File: src/rtl/qmi_pkg.sv
`timescale 1ns / 1ps
`default_nettype none
// ----------------------------------------------------------------------------
// qmi_pkg
// Shared types and constants for the queue with middle insert.
// ----------------------------------------------------------------------------
package qmi_pkg;

  localparam int unsigned DEPTH_DEF      = 1024;
  localparam int unsigned DATA_WIDTH_DEF = 32;

  // Position bus wide enough for the largest supported depth
  localparam int unsigned POS_W = 17;

  typedef enum logic [1:0] {
    OP_PUSH   = 2'd0,
    OP_POP    = 2'd1,
    OP_INSERT = 2'd2
  } op_t;

  typedef enum logic [1:0] {
    ST_OK    = 2'd0,
    ST_EMPTY = 2'd1,
    ST_FULL  = 2'd2
  } status_t;

  typedef struct packed {
    logic             shl;
    logic             ins;
    logic [POS_W-1:0] pos;
  } cell_ctrl_t;

endpackage
`default_nettype wire

File: src/rtl/qmi_cell.sv
`timescale 1ns / 1ps
`default_nettype none
// ----------------------------------------------------------------------------
// qmi_cell
// One queue slot: hold, take from left or right neighbor, or load new data.
// ----------------------------------------------------------------------------
module qmi_cell
  import qmi_pkg::*;
#(
  parameter int unsigned DATA_WIDTH = DATA_WIDTH_DEF,
  parameter int unsigned IDX        = 0
) (
  input  wire logic                  clk,
  input  wire cell_ctrl_t            ctrl,
  input  wire logic [DATA_WIDTH-1:0] left_d,
  input  wire logic [DATA_WIDTH-1:0] right_d,
  input  wire logic [DATA_WIDTH-1:0] load_d,
  output logic      [DATA_WIDTH-1:0] q
);

  localparam logic [POS_W-1:0] MY_POS = POS_W'(IDX);

  logic [DATA_WIDTH-1:0] q_r;
  logic [DATA_WIDTH-1:0] q_nxt;

  always_comb begin
    q_nxt = q_r;
    priority if (ctrl.shl) begin
      q_nxt = right_d;
    end else if (ctrl.ins && (ctrl.pos == MY_POS)) begin
      q_nxt = load_d;
    end else if (ctrl.ins && (MY_POS > ctrl.pos)) begin
      q_nxt = left_d;
    end else begin
      q_nxt = q_r;
    end
  end

  always_ff @(posedge clk) begin
    q_r <= q_nxt;
  end

  assign q = q_r;

endmodule
`default_nettype wire

File: config.mk
export PLATFORM = sky130hd
export DESIGN_NAME = qmi_cell
export DESIGN_NICKNAME = d
export VERILOG_FILES = /design/src/rtl/qmi_pkg.sv /design/src/rtl/qmi_cell.sv
export SDC_FILE = /design/constraint.sdc
export NUM_CORES = 1
export LEC_CHECK = 0
export ABC_CLOCK_PERIOD_IN_PS = 2500
export BUFFER_PORTS_ARGS = -buffer_cell sky130_fd_sc_hd__buf_4
export CAP_MARGIN = 20
export CORE_AREA = 2 2 76 78
export DETAILED_ROUTE_END_ITERATION = 10
export DIE_AREA = 0 0 78 80
export PLACE_DENSITY = 0.8
export SLEW_MARGIN = 5
export SYNTH_ARGS = -nofsm -noshare
export SYNTH_HDL_FRONTEND = slang
export SYNTH_SLANG_ARGS = --single-unit
File: constraint.sdc
create_clock -name clk -period 2.5 [get_ports clk]
set_clock_uncertainty 0.2 [all_clocks]
set_input_delay 0.375 -clock clk [delete_from_list [all_inputs] [get_ports clk]]
set_output_delay 0.375 -clock clk [all_outputs]
set_load 0.01 [all_outputs]
[Word level (Yosys, flattened, before mapping)]
Cells that the tools add are included.
Word-level totals
  ROM bits: 0
  logic and storage cells: 9
  bits in latches: 0
  bits in registers: 32
  RAM bits: 0
  bits of input ports: 116
  memories: 0
Operators by class
  order comparisons: 1
  shifts and indexed selects: 0
  equality and inequality tests: 0
  reductions and logical operators: 4
  $add $sub $neg: 0
  $mul: 0
  multiplexer cells: 3
  divide/modulo/power cells: 0
  bitwise logic cells: 0
Operators with widths (count)
  $mux 32: 3
  $gt 1x17->1 const A: 1
  $logic_not 17->1: 1
  $reduce_bool 3->1: 1
  $logic_and 1x1->1: 2

[Depth between registers and ports, before layout]
Gate-level depths: netlist of the first run.
  depth in word-level cells: 5
  gate-level depth with buffers: 6
  depth with buffers taken out: 4

[Worst setup path before layout of the first run]
Ideal clock, no wire load.
  path type: in2reg
  from: in ctrl[3] (netlist bit)
  to: reg q_r[0], in the netlist q[0], enable pin
  path slack: 0.105 ns
  data required time: 1.912 ns
  cell stages on the path: 5
  data arrival time: 1.807 ns
  library setup time: 0.388 ns
  cell sequence: nor4b_2 -> and3_1 -> buf_6 -> buf_12 -> a21o_1
On the way
  longest elaborated chain between the ends: 3
  elaborated cells between the ends (all ways): 5
RTL lines
  start, declared: line qmi_cell.sv:14  | input wire cell_ctrl_t ctrl,
  $gt 1x17->1 / $logic_not 17->1 (equally long branches): line qmi_cell.sv:32, qmi_cell.sv:30
  $logic_and 1x1->1, on equally long branches: line qmi_cell.sv:32, qmi_cell.sv:30
  $reduce_bool 3->1 (no line) (*)
  end signal, assigned: line qmi_cell.sv:40  | q_r <= q_nxt;
  end, declared: line qmi_cell.sv:23  | logic [DATA_WIDTH-1:0] q_r;
Mark *: on every way between the ends. The rest lies on a longest branch, timed or not.
A chain may end at the register's enable or synchronous reset.

[Final worst setup path of the first run]
  from: in ctrl[8] (netlist bit)
  to: reg q_r[8], in the netlist q[8], data pin
On the way
  longest elaborated chain between the ends: 4
RTL lines
  $logic_not 17->1: line qmi_cell.sv:30  | end else if (ctrl.ins && (ctrl.pos == MY_POS)) begin
  $logic_and 1x1->1: line qmi_cell.sv:30
  $mux 32: line qmi_cell.sv:30
  $mux 32: line qmi_cell.sv:28  | priority if (ctrl.shl) begin
  named net q_nxt[8]: line qmi_cell.sv:24  | logic [DATA_WIDTH-1:0] q_nxt;
The timed path passes the listed nets, and every way through them passes these cells.

==> impl_metrics.json, run 1 <==
{
  "setup_viol": 0,
  "slew_headroom_pct": 63.7,
  "holdBufCountCts": 0,
  "crit_type": "in2reg",
  "grt_setup_unrepaired": "false",
  "post-place-ws_ps": 470,
  "powerDensity_nw_per_um2": 442,
  "htree_levels": 2,
  "synth_warnings": 0,
  "grt_pass1_wl_um": 9250,
  "io_pins": 148,
  "start_util_pct": 35.3,
  "grt.total_usage_pct": 19.1,
  "fin_crit_ps": 1730,
  "portBuffers": 147,
  "die_height_um": 80,
  "cts_resized": 0,
  "ant_nets": 0,
  "synth.ff_latch_count": 32,
  "ys_seq_area_share_pct": 50.4,
  "die-area_um2": 6240,
  "n_antenna_cell": 0,
  "p_total_mw": 1.37,
  "grt_max_degree": 66,
  "clockBufferDepth": 2,
  "finalSetupTns_ps": 0,
  "viasPerCell": 5.15,
  "die_x_um": 78,
  "start_kind": "primary input",
  "syn_nets": 308,
  "drt_wl_total_um": 6100,
  "p_leak_nw": 1.33,
  "fp-row-count": 27,
  "clock.fmax_mhz": 578,
  "slew_violations": 0,
  "required_ps": 2420,
  "routabilityCongestion": 0.732,
  "timing.final.crit_share_pct": 69.2,
  "syn_area_um2": 1910,
  "cts_buffers": 5,
  "synth.top_cell.area_share_pct": 50.4,
  "ir_drop_mv": 0.204,
  "via_count": 2086,
  "core-area_um2": 5410,
  "synthCells": 192,
  "ys_types": 16,
  "syn_avg_cell_area_um2": 9.93,
  "clkTransAtPathRegs_ps": 70,
  "clock-root-buffer": "clkbuf_8",
  "post_cts_buffers": 0,
  "outcome": "completed",
  "grt_pass1_vias": 1983,
  "num-nets-final": 449,
  "fillCellCount": 499,
  "cp-end-kind": "flop",
  "hold_violations": 0,
  "worst_slew_pin_slew_ps": 545,
  "hold_path_depth": 3,
  "cts.sinks": 32,
  "drtIter0Drc": 118,
  "grt_antenna_before_repair": 0,
  "drc_errors": 0,
  "cp_max_fo": 17,
  "cts_tree": "built",
  "hold_path.class": "in2reg",
  "synth_area_leader_cell": "edfxtp_1",
  "setup_slack_ps": 770,
  "wl_per_cell_um": 15.1,
  "yosys-top-cells-area": "edfxtp_1 50%, a31oi_1 10%, nor2b_1 10%",
  "grt_overflow_total": 0,
  "dr.pass1.iters": 4,
  "maxCapViolations": 0,
  "critPathArrivalTime_ps": 1650,
  "largest_reg_flops": 32,
  "syn2layout_area_growth_pct": 62.9,
  "drive_gt1_share_pct": 49.2,
  "hpwl_um": 4510
}
==> stage by stage <==
stage / std cells / hold WS (ps) / cell area, um2 / utilization, %
5_1_grt: 405 / 216 / 3110 / 57.5
3_3_place_gp: 398 / 491 / 3030 / 56.0
4_1_cts: 405 / 210 / 3110 / 57.5
2_1_floorplan: 192 / 404 / 1910 / -
6_report: 405 / 217 / 3110 / 57.5
3_5_place_dp: 398 / 501 / 3030 / 56.0
==> routing by layer <==
metal | wire length (um) | global-route usage [%] | share of wire (%) | up-vias
li1 | - | - | - | 1009
met1 | 2200 | 20.3 | 36 | 966
met2 | 3360 | 36.9 | 55 | 103
met3 | 470 | 5.66 | 7.7 | 8
met4 | 70 | 4.21 | 1.1 | 0
met5 | 0 | 0 | 0 | -
==> cell type report <==
cell class / instances / area (um2) / share of cell area [%]
well taps: 72 / 90.1 / 2.90
repair buffers: 155 / 1180 / 37.9
multi-input cells: 139 / 802 / 25.8
clock inverters: 1 / 5.00 / 0.161
flip-flops and latches: 32 / 961 / 30.9
clock buffers: 6 / 72.6 / 2.34
==> critical path: stages <==
cell	delay (ps)
buf_4	110
nor4_2	310
and3_1	260
buf_4	260
a31oi_1	120
a21oi_1	200
==> cells by family (layout without fill, tap and decap cells) <==
logic type	after synthesis	count (layout)	synth area share, %
buffers and inverters	21	162	7.55
AO/OA/AOI/OAI	97	97	27.7
AND/OR/NAND/NOR	42	42	14.4
flip-flops	32	32	50.4
==> final timing paths <==
path                     from              end  slack, ps
setup / recovery      ctrl[8]   q[8]$_DFFE_PP_        770
hold / removal    right_d[12]  q[12]$_DFFE_PP_        220
==> power by group <==
part | leakage [nW] | switching, mW | internal [mW]
logic | 0.970 | 0.130 | 0.211
clock network | 0.0410 | 0.180 | 0.189
registers | 0.314 | 0.0130 | 0.649
==> Yosys cell counts <==
master	n
edfxtp_1	32
a21oi_1	32
nor4_2	2
clkbuf_2	1
buf_6	1
a21o_1	1
o21ai_0	32
clkbuf_1	10
a31oi_1	32
buf_2	6
nor2b_1	32
buf_12	3
nor4b_2	1
and3_1	2
nand3_1	2
nor2_1	3
==> cells in the final DEF (no fill, tap or decap) <==
cell      instances
o21ai_0          32
nor2_1            3
clkbuf_1          1
edfxtp_1         32
and3_1            2
buf_4           154
a31oi_1          32
a21oi_1          32
nor2b_1          32
clkbuf_8          5
buf_12            1
nor4_2            2
a21o_1            1
nor4b_2           1
clkinv_2          1
nand3_1           2
(Power assumes the default switching activity.)
==> run 2: changes to the inputs <==
--- a/config.mk
+++ b/config.mk
@@ -5,13 +5,13 @@
 export SDC_FILE = /design/constraint.sdc
 export NUM_CORES = 1
 export LEC_CHECK = 0
-export ABC_CLOCK_PERIOD_IN_PS = 2500
+export ABC_CLOCK_PERIOD_IN_PS = 1800
 export BUFFER_PORTS_ARGS = -buffer_cell sky130_fd_sc_hd__buf_4
 export CAP_MARGIN = 20
-export CORE_AREA = 2 2 76 78
+export CORE_AREA = 2 2 73 75
 export DETAILED_ROUTE_END_ITERATION = 10
-export DIE_AREA = 0 0 78 80
-export PLACE_DENSITY = 0.8
+export DIE_AREA = 0 0 75 77
+export PLACE_DENSITY = 0.82
 export SLEW_MARGIN = 5
 export SYNTH_ARGS = -nofsm -noshare
 export SYNTH_HDL_FRONTEND = slang
==> constraint.sdc (replaced) <==
create_clock -name clk -period 1.8 [get_ports clk]
set_clock_uncertainty 0.2 [all_clocks]
set_input_delay 0.27 -clock clk [delete_from_list [all_inputs] [get_ports clk]]
set_output_delay 0.27 -clock clk [all_outputs]
set_load 0.01 [all_outputs]
==> impl_metrics.json, run 2 (synthesized netlist as in run 1, its figures left out) <==
{
  "slew_violations": 0,
  "layout.area.seq_um2": 961,
  "viasPerCell": 5.26,
  "grt_pass1_wl_um": 9610,
  "clock-root-buffer": "clkbuf_8",
  "p_leak_nw": 1.35,
  "layout_commonest_cell": "buf_4",
  "hold_path.class": "in2reg",
  "dpl.cell_count": 399,
  "drc_errors": 0,
  "switching_share_pct": 23.7,
  "worst_slew_pin_slew_ps": 539,
  "die-area_um2": 5780,
  "setup_viol": 0,
  "start_kind": "primary input",
  "dr.pass1.iters": 4,
  "syn2layout_area_growth_pct": 66.4,
  "maxCapViolations": 0,
  "timing.hold.ws_ps": 113,
  "p_int_mw": 1.46,
  "drive_gt1_share_pct": 50.0,
  "ir_drop_mv": 0.302,
  "post-place-ws_ps": -147,
  "setup_slack_ps": 113,
  "cp_max_fo": 12,
  "startpoint": "ctrl[3]",
  "fp-row-count": 26,
  "cts_resized": 0,
  "drt_wl_total_um": 6130,
  "clkTransAtPathRegs_ps": 60,
  "timing.final.crit_share_pct": 93.7,
  "grt_overflow_total": 0,
  "post_cts_buffers": 0,
  "start_util_pct": 38.3,
  "critPathArrivalTime_ps": 1590,
  "slew_headroom_pct": 64.1,
  "required_ps": 1700,
  "clock.fmax_mhz": 593,
  "p_clk_share_pct": 26.6,
  "die_x_um": 75,
  "hpwl_um": 4640,
  "outcome": "completed",
  "p_switching_uw": 455,
  "via_count": 2134,
  "cts_tree": "built",
  "num-nets-final": 452,
  "wl_per_cell_um": 15.1,
  "die_height_um": 77,
  "portBuffers": 147,
  "io_pins": 148,
  "n_antenna_cell": 0,
  "holdBufCountCts": 0,
  "core-area_um2": 4980,
  "fillCellCount": 434,
  "clockBufferDepth": 2,
  "multi_input_area_um2": 836,
  "p_comb_share_pct": 25.5,
  "drtIter0Drc": 91,
  "cts.sinks": 32,
  "largest_reg_flops": 32,
  "cp-end-kind": "flop",
  "fin_crit_ps": 1690,
  "routabilityCongestion": 0.783,
  "hold_violations": 0,
  "sequentialPowerShare_pct": 47.9,
  "grt_pass1_vias": 2123,
  "cts_buffers": 5,
  "grt.total_usage_pct": 21.3,
  "grt_max_degree": 66,
  "powerDensity_nw_per_um2": 605,
  "grt_setup_unrepaired": "false",
  "htree_levels": 2,
  "final-instance-count-excl-fill": 406,
  "grt_antenna_before_repair": 0,
  "ant_nets": 0,
  "crit_type": "in2reg",
  "min_from": "right_d[5]"
}
-- run 2: cell types whose count changed in the layout (fill, tap and decap cells not counted) --
cell,before,now
buf_4,154,156
nor4_2,2,0
nor4_4,0,2
a21o_1,1,0
a21o_4,0,1
buf_12,1,2
nor4b_2,1,0
nor4b_4,0,1
-- run 2: cell type report --
cell class / count / area share (%)
flip-flops and latches: 32 / 30.3
well taps: 70 / 2.76
multi-input cells: 139 / 26.3
clock inverters: 1 / 0.158
repair buffers: 158 / 38.2
clock buffers: 6 / 2.29
-- run 2: worst max-delay path, cell delays in order --
cell and delay (ps):
buf_4 120, nor4b_4 280, and3_1 330, buf_4 250, a31oi_1 110, a21oi_1 230
-- run 2: worst paths after layout --
check | endpoint | slack [ps] | depth (start not counted)
worst max-delay path | q[29]$_DFFE_PP_ | 110 | 6
worst min-delay path | q[5]$_DFFE_PP_ | 110 | 3
-- run 2: metrics by stage --
stage               instance area [um2]  total power [mW]  setup TNS [ps]  utilization (%)
floorplan                          1940              1.09            -155                -
global placement                   3100              1.41           -2080             62.2
detailed placement                 3100              1.43           -4860             62.2
CTS                                3170              1.93               0             63.8
global route                       3170              2.03               0             63.8
finish                             3170              1.92               0             63.8
-- run 2: metal layers --
layer | vias up | wire [um] | GRT usage, % | share of wire (%)
met2 | 104 | 3250 | 38.3 | 53
met1 | 1004 | 2350 | 24.8 | 38
met5 | - | 0 | 0 | 0
met4 | 0 | 91 | 6.07 | 1.5
li1 | 1015 | - | - | -
met3 | 11 | 430 | 4.20 | 7.0
-- run 2: power groups by stage --
stage / Clock (mW) / Combinational [mW] / Sequential [mW]
after floorplan: 0 / 0.122 / 0.972
after global placement: 0 / 0.482 / 0.932
after detailed placement: 0 / 0.491 / 0.935
after CTS: 0.523 / 0.492 / 0.920
after global routing: 0.571 / 0.532 / 0.925
final: 0.511 / 0.490 / 0.919
==> run 3: changes to the inputs <==
--- a/config.mk
+++ b/config.mk
@@ -5,13 +5,14 @@
 export SDC_FILE = /design/constraint.sdc
 export NUM_CORES = 1
 export LEC_CHECK = 0
-export ABC_CLOCK_PERIOD_IN_PS = 1800
+export ABC_CLOCK_PERIOD_IN_PS = 2000
 export BUFFER_PORTS_ARGS = -buffer_cell sky130_fd_sc_hd__buf_4
 export CAP_MARGIN = 20
-export CORE_AREA = 2 2 73 75
+export CORE_AREA = 2 2 70 72
 export DETAILED_ROUTE_END_ITERATION = 10
-export DIE_AREA = 0 0 75 77
-export PLACE_DENSITY = 0.82
+export DIE_AREA = 0 0 72 74
+export MAX_ROUTING_LAYER = met4
+export PLACE_DENSITY = 0.88
 export SLEW_MARGIN = 5
 export SYNTH_ARGS = -nofsm -noshare
 export SYNTH_HDL_FRONTEND = slang
==> constraint.sdc (replaced) <==
create_clock -name clk -period 2 [get_ports clk]
set_clock_uncertainty 0.2 [all_clocks]
set_input_delay 0.3 -clock clk [delete_from_list [all_inputs] [get_ports clk]]
set_output_delay 0.3 -clock clk [all_outputs]
set_load 0.01 [all_outputs]
==> impl_metrics.json, run 3 (synthesized netlist as in run 1, its figures left out) <==
{
  "outcome": "completed",
  "ant_nets": 0,
  "via_count": 2127,
  "dpl.cell_count": 382,
  "fillCellCount": 377,
  "fp-row-count": 25,
  "die_height_um": 74,
  "hold_path_depth": 3,
  "slew_violations": 0,
  "grt.total_usage_pct": 22.8,
  "io_pins": 148,
  "cts_tree": "built",
  "grt_max_degree": 66,
  "min_from": "right_d[17]",
  "grt_overflow_total": 0,
  "crit_type": "in2reg",
  "timing.hold.ws_ps": 140,
  "grt_antenna_before_repair": 0,
  "num-nets-final": 451,
  "wl_per_cell_um": 15.4,
  "start_kind": "primary input",
  "hold_path.class": "in2reg",
  "grt_pass1_wl_um": 9100,
  "setup_viol": 0,
  "htree_levels": 2,
  "cts_buffers": 5,
  "cp-end-kind": "flop",
  "portBuffers": 147,
  "core-area_um2": 4600,
  "p_total_mw": 1.85,
  "routabilityCongestion": 0.806,
  "hold_violations": 0,
  "dr.pass1.iters": 4,
  "critPathArrivalTime_ps": 1530,
  "finalSetupTns_ps": 0,
  "cts.sinks": 32,
  "cts_resized": 0,
  "final_core_util_pct": 68.5,
  "holdBufCountCts": 0,
  "fin_crit_ps": 1620,
  "drive_gt1_share_pct": 49.7,
  "whs_endpoint": "q[17]$_DFFE_PP_",
  "n_antenna_cell": 0,
  "drc_errors": 0,
  "maxCapViolations": 0,
  "drt_wl_total_um": 6000,
  "die_x_um": 72,
  "start_util_pct": 41.5,
  "required_ps": 1920,
  "drtIter0Drc": 165,
  "clkTransAtPathRegs_ps": 70,
  "syn2layout_area_growth_pct": 65.1,
  "grt_pass1_vias": 1984,
  "final-instance-count-excl-fill": 390,
  "cp_max_fo": 13,
  "layout_commonest_cell": "buf_4",
  "slew_headroom_pct": 62.8,
  "timing.final.crit_share_pct": 80.9,
  "grt_setup_unrepaired": "false",
  "post_cts_buffers": 0,
  "clockBufferDepth": 2,
  "hpwl_um": 4480,
  "die-area_um2": 5330,
  "clock.fmax_mhz": 618,
  "ir_drop_mv": 0.378,
  "viasPerCell": 5.45,
  "powerDensity_nw_per_um2": 589,
  "clock-root-buffer": "clkbuf_8",
  "worst_slew_pin_slew_ps": 558,
  "p_leak_nw": 1.35,
  "largest_reg_flops": 32
}
==> run 3: critical path, cell delays in order <==
cell and delay (ps):
buf_4 110, nor4b_2 280, and3_1 280, buf_4 240, a31oi_1 110, a21oi_1 200
==> run 3: layer usage <==
| metal | up-vias | share of wire [%] | track usage (%) |
|---|---|---|---|
| met4 | 0 | 0.92 | 6.71 |
| li1 | 1012 | - | - |
| met5 | - | 0 | - |
| met1 | 980 | 37 | 26.6 |
| met3 | 9 | 10 | 5.96 |
| met2 | 126 | 52 | 39.1 |
==> run 3: worst max path at each step <==
stage                  from              end  slack (ps)  cells past startpoint
floorplan           ctrl[3]   q[0]$_DFFE_PP_         150                      5
global placement    ctrl[3]  q[31]$_DFFE_PP_         160                      6
detailed placement  ctrl[3]  q[28]$_DFFE_PP_         110                      6
CTS                 ctrl[3]  q[28]$_DFFE_PP_         400                      6
global route        ctrl[8]  q[28]$_DFFE_PP_         240                      6
finish              ctrl[3]   q[4]$_DFFE_PP_         380                      6
==> run 3: metrics by stage <==
stage	instance area [um2]	setup slack, ps
floorplan	1910	150
global placement	3040	158
detailed placement	3040	109
CTS	3150	401
global route	3150	240
finish	3150	383
==> run 3: area by class of cell <==
class	count	area, um2	area share [%]
clock inverter	3	37.5	1.19
tap	54	67.6	2.15
sequential	32	961	30.5
multi-input combinational	139	810	25.7
clock buffer	5	68.8	2.19
timing repair buffer	157	1200	38.2
==> run 3: power breakdown <==
| part | internal [mW] | switching (mW) |
|---|---|---|
| registers | 0.811 | 0.0165 |
| logic | 0.269 | 0.165 |
| clock network | 0.362 | 0.230 |
| total | 1.44 | 0.411 |
